## src/design/clnws_pkg.sv

```systemverilog
// Package for the character LCD nibble write sequencer: codes, microcode word and program ROM.
package clnws_pkg;

  localparam int WAIT_W = 14;
  localparam int PC_W   = 5;

  // Fixed hold times, us
  localparam logic [WAIT_W-1:0] WAIT_POWER = WAIT_W'(15000);
  localparam logic [WAIT_W-1:0] WAIT_WAKE1 = WAIT_W'(4100);
  localparam logic [WAIT_W-1:0] WAIT_WAKE2 = WAIT_W'(100);

  // Register reset values
  localparam logic [WAIT_W-1:0] DATA_DELAY_RST  = WAIT_W'(46);
  localparam logic [WAIT_W-1:0] CMD_DELAY_RST   = WAIT_W'(40);
  localparam logic [WAIT_W-1:0] CLEAR_DELAY_RST = WAIT_W'(1640);

  // Cursor row base addresses
  localparam logic [7:0] ROW0_BASE = 8'h80;
  localparam logic [7:0] ROW1_BASE = 8'hC0;

  typedef enum logic [1:0] {
    MODE_INIT  = 2'd0,
    MODE_PRINT = 2'd1,
    MODE_MOVE  = 2'd2,
    MODE_CLEAR = 2'd3
  } mode_t;

  typedef enum logic [1:0] {
    REG_DATA_DELAY  = 2'd0,
    REG_CMD_DELAY   = 2'd1,
    REG_CLEAR_DELAY = 2'd2,
    REG_NONE        = 2'd3
  } reg_idx_t;

  // Event within one nibble frame
  typedef enum logic [1:0] {
    PH_SETUP  = 2'd0,
    PH_EN_HI  = 2'd1,
    PH_EN_LO  = 2'd2
  } phase_t;

  typedef enum logic [2:0] {
    NIB_CONST,
    NIB_CHAR_HI,
    NIB_CHAR_LO,
    NIB_ADDR_HI,
    NIB_ADDR_LO
  } nib_src_t;

  typedef enum logic [2:0] {
    DLY_POWER,
    DLY_WAKE1,
    DLY_WAKE2,
    DLY_DATA,
    DLY_CMD,
    DLY_CLEAR
  } dly_sel_t;

  typedef struct packed {
    nib_src_t   src;
    logic [3:0] konst;
    logic       rs;
    dly_sel_t   dly;
    logic       single;  // one event only, no enable pulse
    logic       last;    // final step of the program
  } uop_t;

  // Program entry points
  localparam logic [PC_W-1:0] PC_INIT  = PC_W'(0);
  localparam logic [PC_W-1:0] PC_PRINT = PC_W'(15);
  localparam logic [PC_W-1:0] PC_MOVE  = PC_W'(17);
  localparam logic [PC_W-1:0] PC_CLEAR = PC_W'(19);

  function automatic uop_t mk(nib_src_t src, logic [3:0] konst, logic rs,
                              dly_sel_t dly, logic single, logic last);
    uop_t u;
    u.src    = src;
    u.konst  = konst;
    u.rs     = rs;
    u.dly    = dly;
    u.single = single;
    u.last   = last;
    return u;
  endfunction

  function automatic logic [PC_W-1:0] entry(mode_t mode);
    logic [PC_W-1:0] pc;
    unique case (mode)
      MODE_INIT:  pc = PC_INIT;
      MODE_PRINT: pc = PC_PRINT;
      MODE_MOVE:  pc = PC_MOVE;
      MODE_CLEAR: pc = PC_CLEAR;
      default:    pc = PC_INIT;
    endcase
    return pc;
  endfunction

  // One step per nibble; a step emits three events unless single is set.
  function automatic uop_t uop_rom(logic [PC_W-1:0] pc);
    uop_t u;
    unique case (pc)
      // initialise: power-on wait, wake-up nibbles, then 0x32 0x28 0x08 0x01 0x06 0x0C
      5'd0:  u = mk(NIB_CONST,   4'h0, 1'b0, DLY_POWER, 1'b1, 1'b0);
      5'd1:  u = mk(NIB_CONST,   4'h3, 1'b0, DLY_WAKE1, 1'b0, 1'b0);
      5'd2:  u = mk(NIB_CONST,   4'h3, 1'b0, DLY_WAKE2, 1'b0, 1'b0);
      5'd3:  u = mk(NIB_CONST,   4'h3, 1'b0, DLY_WAKE2, 1'b0, 1'b0);
      5'd4:  u = mk(NIB_CONST,   4'h2, 1'b0, DLY_WAKE2, 1'b0, 1'b0);
      5'd5:  u = mk(NIB_CONST,   4'h2, 1'b0, DLY_CMD,   1'b0, 1'b0);
      5'd6:  u = mk(NIB_CONST,   4'h8, 1'b0, DLY_CMD,   1'b0, 1'b0);
      5'd7:  u = mk(NIB_CONST,   4'h0, 1'b0, DLY_CMD,   1'b0, 1'b0);
      5'd8:  u = mk(NIB_CONST,   4'h8, 1'b0, DLY_CMD,   1'b0, 1'b0);
      5'd9:  u = mk(NIB_CONST,   4'h0, 1'b0, DLY_CLEAR, 1'b0, 1'b0);
      5'd10: u = mk(NIB_CONST,   4'h1, 1'b0, DLY_CLEAR, 1'b0, 1'b0);
      5'd11: u = mk(NIB_CONST,   4'h0, 1'b0, DLY_CMD,   1'b0, 1'b0);
      5'd12: u = mk(NIB_CONST,   4'h6, 1'b0, DLY_CMD,   1'b0, 1'b0);
      5'd13: u = mk(NIB_CONST,   4'h0, 1'b0, DLY_CMD,   1'b0, 1'b0);
      5'd14: u = mk(NIB_CONST,   4'hC, 1'b0, DLY_CMD,   1'b0, 1'b1);
      // print character
      5'd15: u = mk(NIB_CHAR_HI, 4'h0, 1'b1, DLY_DATA,  1'b0, 1'b0);
      5'd16: u = mk(NIB_CHAR_LO, 4'h0, 1'b1, DLY_DATA,  1'b0, 1'b1);
      // move cursor
      5'd17: u = mk(NIB_ADDR_HI, 4'h0, 1'b0, DLY_CMD,   1'b0, 1'b0);
      5'd18: u = mk(NIB_ADDR_LO, 4'h0, 1'b0, DLY_CMD,   1'b0, 1'b1);
      // clear, then home to 0x80
      5'd19: u = mk(NIB_CONST,   4'h0, 1'b0, DLY_CLEAR, 1'b0, 1'b0);
      5'd20: u = mk(NIB_CONST,   4'h1, 1'b0, DLY_CLEAR, 1'b0, 1'b0);
      5'd21: u = mk(NIB_CONST,   4'h8, 1'b0, DLY_CMD,   1'b0, 1'b0);
      5'd22: u = mk(NIB_CONST,   4'h0, 1'b0, DLY_CMD,   1'b0, 1'b1);
      default: u = mk(NIB_CONST, 4'h0, 1'b0, DLY_CMD,   1'b1, 1'b1);
    endcase
    return u;
  endfunction

endpackage

```

## src/design/char_lcd_nibble_write_sequencer.sv

```systemverilog
// Top level of the character LCD 4-bit write sequencer.
//
// Request words come in on s_*: s_tuser carries the request kind (init,
// print, move cursor, clear), s_tdata its operands. Each request becomes a
// run of pin-event words on m_*, one per display pin change, with m_tlast
// on the final event of the run. Every nibble is framed as setup, enable
// high, enable low, high nibble first.
//
// Rate: a request takes 6 (print, move), 12 (clear) or 43 (init) output
// words, one per cycle while m_tready is high; the cycle that takes a
// request emits no word. The rate is set by the microcode step and phase
// counters, which emit one event per cycle unless the output stalls.
// The request is registered first; its first word then enters the output register.
// s_tready drops while a request is in work and rises again as soon as the
// last event is loaded into the output register, so the next request can be
// taken while that word still waits.
// A stall on m_tready simply freezes the sequencer; nothing is dropped.
// Reset restores the delay registers (46, 40, 1640 us) and empties the
// output register. Configuration writes (cfg_*) are always ready and
// should be issued only while idle.
module char_lcd_nibble_write_sequencer (
  input  logic        clk,
  input  logic        rst,
  // request channel
  input  logic        s_tvalid,
  output logic        s_tready,
  input  logic [15:0] s_tdata,    // char_code[7:0], row[8], column[14:9], zero[15]
  input  logic [1:0]  s_tuser,    // mode[1:0]
  // pin event channel
  output logic        m_tvalid,
  input  logic        m_tready,
  output logic [23:0] m_tdata,    // data_nibble[3:0], enable_level[4], wait_us[18:5], zero
  output logic        m_tuser,    // reg_select
  output logic        m_tlast,
  // configuration write channel
  input  logic        cfg_valid,
  output logic        cfg_ready,
  input  logic [1:0]  cfg_index,
  input  logic [13:0] cfg_data
);

  localparam int WAIT_W = clnws_pkg::WAIT_W;
  localparam int PC_W   = clnws_pkg::PC_W;

  // delay registers
  logic [WAIT_W-1:0] data_delay;
  logic [WAIT_W-1:0] cmd_delay;
  logic [WAIT_W-1:0] clear_delay;

  // sequencer state
  logic                busy;
  logic [PC_W-1:0]     pc;
  clnws_pkg::phase_t   phase;
  logic [7:0]          char_code;
  logic [7:0]          addr;

  // output register
  logic                out_valid;
  logic [3:0]          out_nibble;
  logic                out_rs;
  logic                out_en;
  logic [WAIT_W-1:0]   out_wait;
  logic                out_last;

  clnws_pkg::uop_t     uop;
  logic [3:0]          nib;
  logic [WAIT_W-1:0]   wait_sel;
  logic                step_done;
  logic                load;
  logic                s_accept;
  logic [7:0]          row_base;

  assign s_tready  = !busy;
  assign cfg_ready = 1'b1;
  assign s_accept  = s_tvalid && s_tready;
  assign load      = busy && (!out_valid || m_tready);

  assign uop       = clnws_pkg::uop_rom(pc);
  assign step_done = uop.single || (phase == clnws_pkg::PH_EN_LO);
  assign row_base  = s_tdata[8] ? clnws_pkg::ROW1_BASE : clnws_pkg::ROW0_BASE;

  // nibble source select
  always_comb begin
    unique case (uop.src)
      clnws_pkg::NIB_CONST:   nib = uop.konst;
      clnws_pkg::NIB_CHAR_HI: nib = char_code[7:4];
      clnws_pkg::NIB_CHAR_LO: nib = char_code[3:0];
      clnws_pkg::NIB_ADDR_HI: nib = addr[7:4];
      clnws_pkg::NIB_ADDR_LO: nib = addr[3:0];
      default:                nib = uop.konst;
    endcase
  end

  // hold time select
  always_comb begin
    unique case (uop.dly)
      clnws_pkg::DLY_POWER: wait_sel = clnws_pkg::WAIT_POWER;
      clnws_pkg::DLY_WAKE1: wait_sel = clnws_pkg::WAIT_WAKE1;
      clnws_pkg::DLY_WAKE2: wait_sel = clnws_pkg::WAIT_WAKE2;
      clnws_pkg::DLY_DATA:  wait_sel = data_delay;
      clnws_pkg::DLY_CMD:   wait_sel = cmd_delay;
      clnws_pkg::DLY_CLEAR: wait_sel = clear_delay;
      default:              wait_sel = cmd_delay;
    endcase
  end

  // control and config
  always_ff @(posedge clk) begin
    if (rst) begin
      busy        <= 1'b0;
      pc          <= clnws_pkg::PC_INIT;
      phase       <= clnws_pkg::PH_SETUP;
      out_valid   <= 1'b0;
      data_delay  <= clnws_pkg::DATA_DELAY_RST;
      cmd_delay   <= clnws_pkg::CMD_DELAY_RST;
      clear_delay <= clnws_pkg::CLEAR_DELAY_RST;
    end else begin
      if (cfg_valid) begin
        case (clnws_pkg::reg_idx_t'(cfg_index))
          clnws_pkg::REG_DATA_DELAY:  data_delay  <= cfg_data;
          clnws_pkg::REG_CMD_DELAY:   cmd_delay   <= cfg_data;
          clnws_pkg::REG_CLEAR_DELAY: clear_delay <= cfg_data;
          default: ;
        endcase
      end

      // output register: the final word of a run may drain while idle
      if (load) begin
        out_valid <= 1'b1;
      end else if (m_tready) begin
        out_valid <= 1'b0;
      end

      if (s_accept) begin
        busy  <= 1'b1;
        pc    <= clnws_pkg::entry(clnws_pkg::mode_t'(s_tuser));
        phase <= clnws_pkg::PH_SETUP;
      end else if (load) begin
        if (step_done) begin
          phase <= clnws_pkg::PH_SETUP;
          pc    <= pc + PC_W'(1);
          if (uop.last) busy <= 1'b0;
        end else begin
          phase <= clnws_pkg::phase_t'(phase + 2'd1);
        end
      end
    end
  end

  // payload
  always_ff @(posedge clk) begin
    if (s_accept) begin
      char_code <= s_tdata[7:0];
      addr      <= row_base + {2'b00, s_tdata[14:9]};
    end
    if (load) begin
      out_nibble <= nib;
      out_rs     <= uop.rs;
      out_en     <= (phase == clnws_pkg::PH_EN_HI);
      out_wait   <= wait_sel;
      out_last   <= uop.last && step_done;
    end
  end

  assign m_tvalid = out_valid;
  assign m_tdata  = {5'd0, out_wait, out_en, out_nibble};
  assign m_tuser  = out_rs;
  assign m_tlast  = out_last;

endmodule

```

## config.mk

```make
export PLATFORM = sky130hd
export DESIGN_NAME = char_lcd_nibble_write_sequencer
export DESIGN_NICKNAME = d
export VERILOG_FILES = /design/src/design/clnws_pkg.sv /design/src/design/char_lcd_nibble_write_sequencer.sv
export SDC_FILE = /design/constraint.sdc
export NUM_CORES = 1
export LEC_CHECK = 0
export ABC_AREA = 1
export BUFFER_PORTS_ARGS = -buffer_cell sky130_fd_sc_hd__buf_2
export CORE_MARGIN = 3
export CORE_UTILIZATION = 45
export DETAILED_ROUTE_END_ITERATION = 10
export PLACE_DENSITY = 0.74
export SLEW_MARGIN = 20
export SYNTH_ARGS = -nofsm -noshare
export SYNTH_HDL_FRONTEND = slang
export SYNTH_SLANG_ARGS = --single-unit
```

## constraint.sdc

```tcl
create_clock -name clk -period 3.1 [get_ports clk]
set_clock_uncertainty 0.05 [all_clocks]
set_input_delay 0.155 -clock clk [delete_from_list [all_inputs] [get_ports clk]]
set_output_delay 0.155 -clock clk [all_outputs]
set_load 0.005 [all_outputs]
```

# ---- Word-level counts from Yosys, hierarchy flattened
# Memories as Yosys holds them, arrays and structs flattened. A register that Yosys moved wholly into a read port is not among the register bits.
# Index checks and enable logic that the tools add are counted.
dict set report word_totals {
  regBits 88
  rom_bits 416
  mem_count 1
}
dict set report op_classes {
  addsub 3
  n_eq_ne 15
  mux 16
  reduce_logical 20
}
# name words word_bits rd rd_ports_with_merged_regs write_ports line
set mem_list {}
lappend mem_list {{(no name shown)} 32 13 1 1 0 clnws_pkg.sv:101} ;# unique case (pc)
# cell n
set op_table {}
lappend op_table {{$pmux W14 S5} 1}
lappend op_table {{$mux W5} 5}
lappend op_table {{$pmux W5 S4} 1}
lappend op_table {{$pmux W4 S4} 1}
lappend op_table {{$eq A3 B2 Y1 const B} 4}
lappend op_table {{$add A8 B6 Y8} 1}
lappend op_table {{$eq A2 B2 Y1 const B} 4}
lappend op_table {{$reduce_and A2 Y1} 4}
lappend op_table {{$reduce_bool A2 Y1} 4}
lappend op_table {{$mux W7} 1}
lappend op_table {{$eq A2 B1 Y1 const B} 3}
lappend op_table {{$eq A3 B1 Y1 const B} 2}
lappend op_table {{$eq A3 B3 Y1 const B} 2}
lappend op_table {{$mux W1} 6}
lappend op_table {{$add A5 B1 Y5 const B} 1}
lappend op_table {{$logic_not A2 Y1} 2}
lappend op_table {{$logic_and A1 B1 Y1} 3}
lappend op_table {{$logic_not A3 Y1} 1}
lappend op_table {{$reduce_and A3 Y1} 1}
lappend op_table {{$add A2 B1 Y2 const B} 1}
lappend op_table {{$logic_not A1 Y1} 2}
lappend op_table {{$logic_or A1 B1 Y1} 2}
lappend op_table {{$mux W2} 1}
lappend op_table {{$reduce_or A2 Y1} 1}

# ---- Depth between registers and ports, before layout
dict set report logic_depth {
  depth_word 7
  mapped_depth 18
}

# ---- Least setup slack after synthesis
# OpenSTA, ideal clock, no wires.
dict set report synth_path {
  kind {flip-flop to flip-flop}
  startpoint {reg busy}
  endpoint {reg uop[2] (netlist name)}
  setup_ns 0.113
  arrival_ns 2.109
  t_required_ns 2.937
  path_slack_ns 0.829
  path_stages_with_launch 15
  n_path_buf 0
  synth_period_minus_slack_ns 2.271
  path_cell_list {dfxtp_1 nor2_2 nand2_1 o22ai_1 nand2_1 nand3_1 inv_1 ha_1 inv_1 nand2_1 nand2_1 nand2_1 nand2_1 nand2_1 nand2_1}
}
dict set report synth_between {
  elab_chain_cells 6
  elab_cells_between_ends 9
  cone_classes {mux (3); reduce/logical (6)}
}
# element line
set synth_lines {}
lappend synth_lines {{from (decl)} char_lcd_nibble_write_sequencer.sv:51} ;# logic busy;
lappend synth_lines {{from (signal assigned)} char_lcd_nibble_write_sequencer.sv:110} ;# busy <= 1'b0;
lappend synth_lines {{from (signal assigned)} char_lcd_nibble_write_sequencer.sv:135} ;# busy <= 1'b1;
lappend synth_lines {{from (signal assigned)} char_lcd_nibble_write_sequencer.sv:142} ;# if (uop.last) busy <= 1'b0;
lappend synth_lines {{$logic_not A1 Y1 (*)} char_lcd_nibble_write_sequencer.sv:73} ;# assign s_tready = !busy;
lappend synth_lines {{$logic_and A1 B1 Y1 (*)} char_lcd_nibble_write_sequencer.sv:75} ;# assign s_accept = s_tvalid && s_tready;
lappend synth_lines {{via s_accept} char_lcd_nibble_write_sequencer.sv:70} ;# logic s_accept;
lappend synth_lines {{$reduce_bool A2 Y1 (no line)} n/a}
lappend synth_lines {{$reduce_and A2 Y1 (no line)} n/a}
lappend synth_lines {{$mux W5 (no line) (*) (2 in series)} n/a}
# Mark *: on every way through the listed nets, which the timed path passes. The rest lies on a longest branch.
# A chain may end at the register's enable or synchronous reset.

# ---- Final worst setup path
dict set report layout_path {
  startpoint {reg phase[0]}
  endpoint {reg uop[2] (netlist name)}
}
dict set report layout_between {
  elab_chain_cells 6
}
# element line
set layout_lines {}
lappend layout_lines {{from (decl)} char_lcd_nibble_write_sequencer.sv:53} ;# clnws_pkg::phase_t phase;
lappend layout_lines {{from (signal assigned)} char_lcd_nibble_write_sequencer.sv:112} ;# phase <= clnws_pkg::PH_SETUP;
lappend layout_lines {{from (signal assigned)} char_lcd_nibble_write_sequencer.sv:137} ;# phase <= clnws_pkg::PH_SETUP;
lappend layout_lines {{from (signal assigned)} char_lcd_nibble_write_sequencer.sv:140} ;# phase <= clnws_pkg::PH_SETUP;
lappend layout_lines {{$eq A2 B2 Y1} char_lcd_nibble_write_sequencer.sv:79} ;# assign step_done = uop.single || (phase == clnws_pkg::PH_EN_LO);
lappend layout_lines {{$logic_or A1 B1 Y1} char_lcd_nibble_write_sequencer.sv:79}
lappend layout_lines {{$reduce_bool A2 Y1 (no line)} n/a}
lappend layout_lines {{$reduce_and A2 Y1 (no line)} n/a}
lappend layout_lines {{$mux W5 (no line) (2 in series)} n/a}
# Every way passes these cells.

==> out/metrics.yaml <==
start_util_pct: 46.8
portBuffers: 60
slew_headroom_pct: 58.1
cts_tree: "built"
rows: 35
synthTopCellsByArea: "dfxtp_1 (29%), edfxtp_1 (25%), nand2_1 (12%), nor2_1 (7.1%), o21ai_0 (4.5%)"
cp.arrival_ps: 2570
ys_ff_latch: 100
grt_use_total_pct: 18.2
clockRootBuffer: "clkbuf_8"
vias: 3731
status: "finished clean"
area_growth_pct: 20.6
routed_wl_mm: 9.71
grt_pass1_wl_mm: 16.3
post_cts_resized: 0
die_w_um: 104
fmax_mhz: 423
dominantRegCellSynth: "dfxtp_1"
report.final.slew_viol_count: 0
cap_violations: 0
p_leak_nw: 2.41
htree_num_levels: 3
clockBufferDepth: 2
core-area_um2: 9330
finalSetupViolCount: 0
setup_tns_ps: 0
grt_pass1_vias: 3502
min-delay-start: "cfg_data[12]"
worstHoldPathType: "in2reg"
insertedDiodeCount: 0
yosysTopAreaCell: "dfxtp_1"
required_ps: 3310
ys_warn_count: 0
avgRoutedWirePerCell_um: 12.9
grt_max_degree: 46
rsz0062_at_grt: "no"
clkTransAtPathRegs_ps: 100
post-synth-top-count-cell: "nand2_1"
dp_slack_ps: 750
post-route-min-period_ps: 2360
cp_cell_sequence: "inv_1 > ha_1 > inv_1 > nand2_1 > nand3_2 > nand2_2 > inv_2 > nand2_1 > nand3_1 > inv_1 > ha_1 > inv_1 > nand2_1 > nand2_1 > nand2_1 > nand2_1 > nand2_1 > nand2_1"
path_max_fanout: 7
power_density_nw_per_um2: 546
ys_types: 31
synth_top_area_share_pct: 29.4
synthCells: 529
drt-initial-drc-count: 249
cts_buffers: 9
hold_viol_final: 0
min_to: "clear_delay[12]$_SDFFE_PP0P_"
setup_ws_ps: 735
drt-pass1-iter-count: 4
syn_area_per_cell_um2: 8.25
pin_count: 68
synth_commonest_cells: "nand2_1 (139), nor2_1 (83), dfxtp_1 (64)"
dp_hpwl_mm: 6.47
r2r_cells: 18
synthArstFlopShare_pct: 0
whs_path_depth: 3
crit_type: "reg2reg"
vias_per_cell: 4.95
startpoint_type: "register"
worst_pin_slew_ps: 623
r2r-start: "phase[0]$_SDFFE_PP0P_"
worstReg2RegEnd: "uop[2]$_DFF_P_"
fin_crit_sh_pct: 76.3
finalNetCount: 668
cp-end-kind: "register"
worst_skew_pair.late_latency_ps: 360
antenna_found_initial: 0
drive_gt1_share_pct: 17.0
overflow: 0
gp_congestion: 0.877
max-vdd-ir-drop_v: 0.000246
max_stage_delay_ps: 370
drc_errors: 0
cp_common_cell: "nand2_1"
ant_nets: 0
ys_seq_area_share_pct: 54.1
die-area_um2: 10900
die-height_um: 104
cts.sinks: 100
synth_area_um2: 4360
crit_slowest_cell: "dfxtp_1"
synth_edf_count: 36
r2r_slack_ps: 740
[critical path, delay by kind of cell, from the launching register on]
family                   cells  cell delay, ps
AND/OR/NAND/NOR             11             920
adder cells (fa/ha/maj)      2             530
buffers and inverters        5             410
flip-flops                   1             370
[per-layer routing]
metal,global-route usage [%],up-vias,share of wire (%)
met1,23.2,1678,43
li1,-,1887,-
met3,2.86,23,5.7
met2,30.8,143,48
met4,7.60,0,2.7
met5,0,-,0
[per-stage QoR]
step	power (mW)	hold WS [ps]	util (%)	std cells	instance area (um2)
floorplan	1.90	174	-	533	4380
global placement	2.06	284	51.3	708	4780
detailed placement	2.07	283	51.3	708	4780
CTS	2.89	0.203	56.4	753	5260
global route	3.03	6.93	56.4	753	5260
finish	2.88	11.9	56.4	753	5260
[power breakdown]
part	total (mW)	internal, mW	switching, mW
sequential	1.54	1.49	0.0479
clock	0.798	0.331	0.468
combinational	0.534	0.201	0.333
total	2.88	2.03	0.849
[cell families (layout without fill, tap and decap cells)]
kind of cell | count (synthesis) | count (layout) | share of synthesized area [%]
fa+ha+maj | 10 | 10 | 2.87
flops | 100 | 100 | 54.1
buf+inv | 69 | 160 | 6.74
simple gates | 288 | 288 | 28.1
compound gates | 60 | 60 | 7.94
other cells | 2 | 6 | 0.172
[flip-flops by register name, summed over array words and instances, names as in the netlist]
| name | count |
|---|---|
| m_tlast | 1 |
| data_delay | 14 |
| clear_delay | 14 |
| addr | 7 |
| uop | 13 |
| out_en | 1 |
| phase | 2 |
| char_code | 8 |
| m_tvalid | 1 |
| cmd_delay | 14 |
| m_tuser | 1 |
| busy | 1 |
| out_wait | 14 |
| pc | 5 |
| out_nibble | 4 |
[repair_timing]
item	4_1_cts	5_1_grt
buffers inserted	0	0
endpoints found under the hold margin	46	0
hold buffers	29	0
[final cells by class]
class	count	area [um2]
repair buffers	97	651
clock buffers	10	138
clock inverters	6	51.3
well taps	129	161
multi-input cells	364	1720
flip-flops and latches	100	2360
fillers	811	4070
inverters	47	176
[cell usage in the layout, fill, tap and decap left out, types with 3 or more instances in the layout]
cell type,count
nand3_1,35
buf_4,8
edfxtp_1,36
a221oi_1,4
a21oi_1,5
inv_1,44
nor2_1,83
conb_1,6
nand4_1,10
o21ai_0,39
buf_2,60
nand2_1,139
o21ai_1,4
nand2_2,6
clkbuf_8,10
nor2_2,5
ha_1,10
dlygate4sd3_1,29
nand3_2,4
dfxtp_1,64
inv_2,3
[worst max path at each step]
stage	to	start	slack [ps]	cells after the start
floorplan	uop[2]$_DFF_P_	busy$_SDFFE_PP0P_	830	14
global placement	uop[2]$_DFF_P_	phase[0]$_SDFFE_PP0P_	820	18
detailed placement	uop[2]$_DFF_P_	phase[0]$_SDFFE_PP0P_	750	18
CTS	uop[2]$_DFF_P_	phase[0]$_SDFFE_PP0P_	730	18
global route	uop[2]$_DFF_P_	phase[0]$_SDFFE_PP0P_	470	18
finish	uop[2]$_DFF_P_	phase[0]$_SDFFE_PP0P_	740	18
Note: power is estimated with default switching activity, not from simulation.
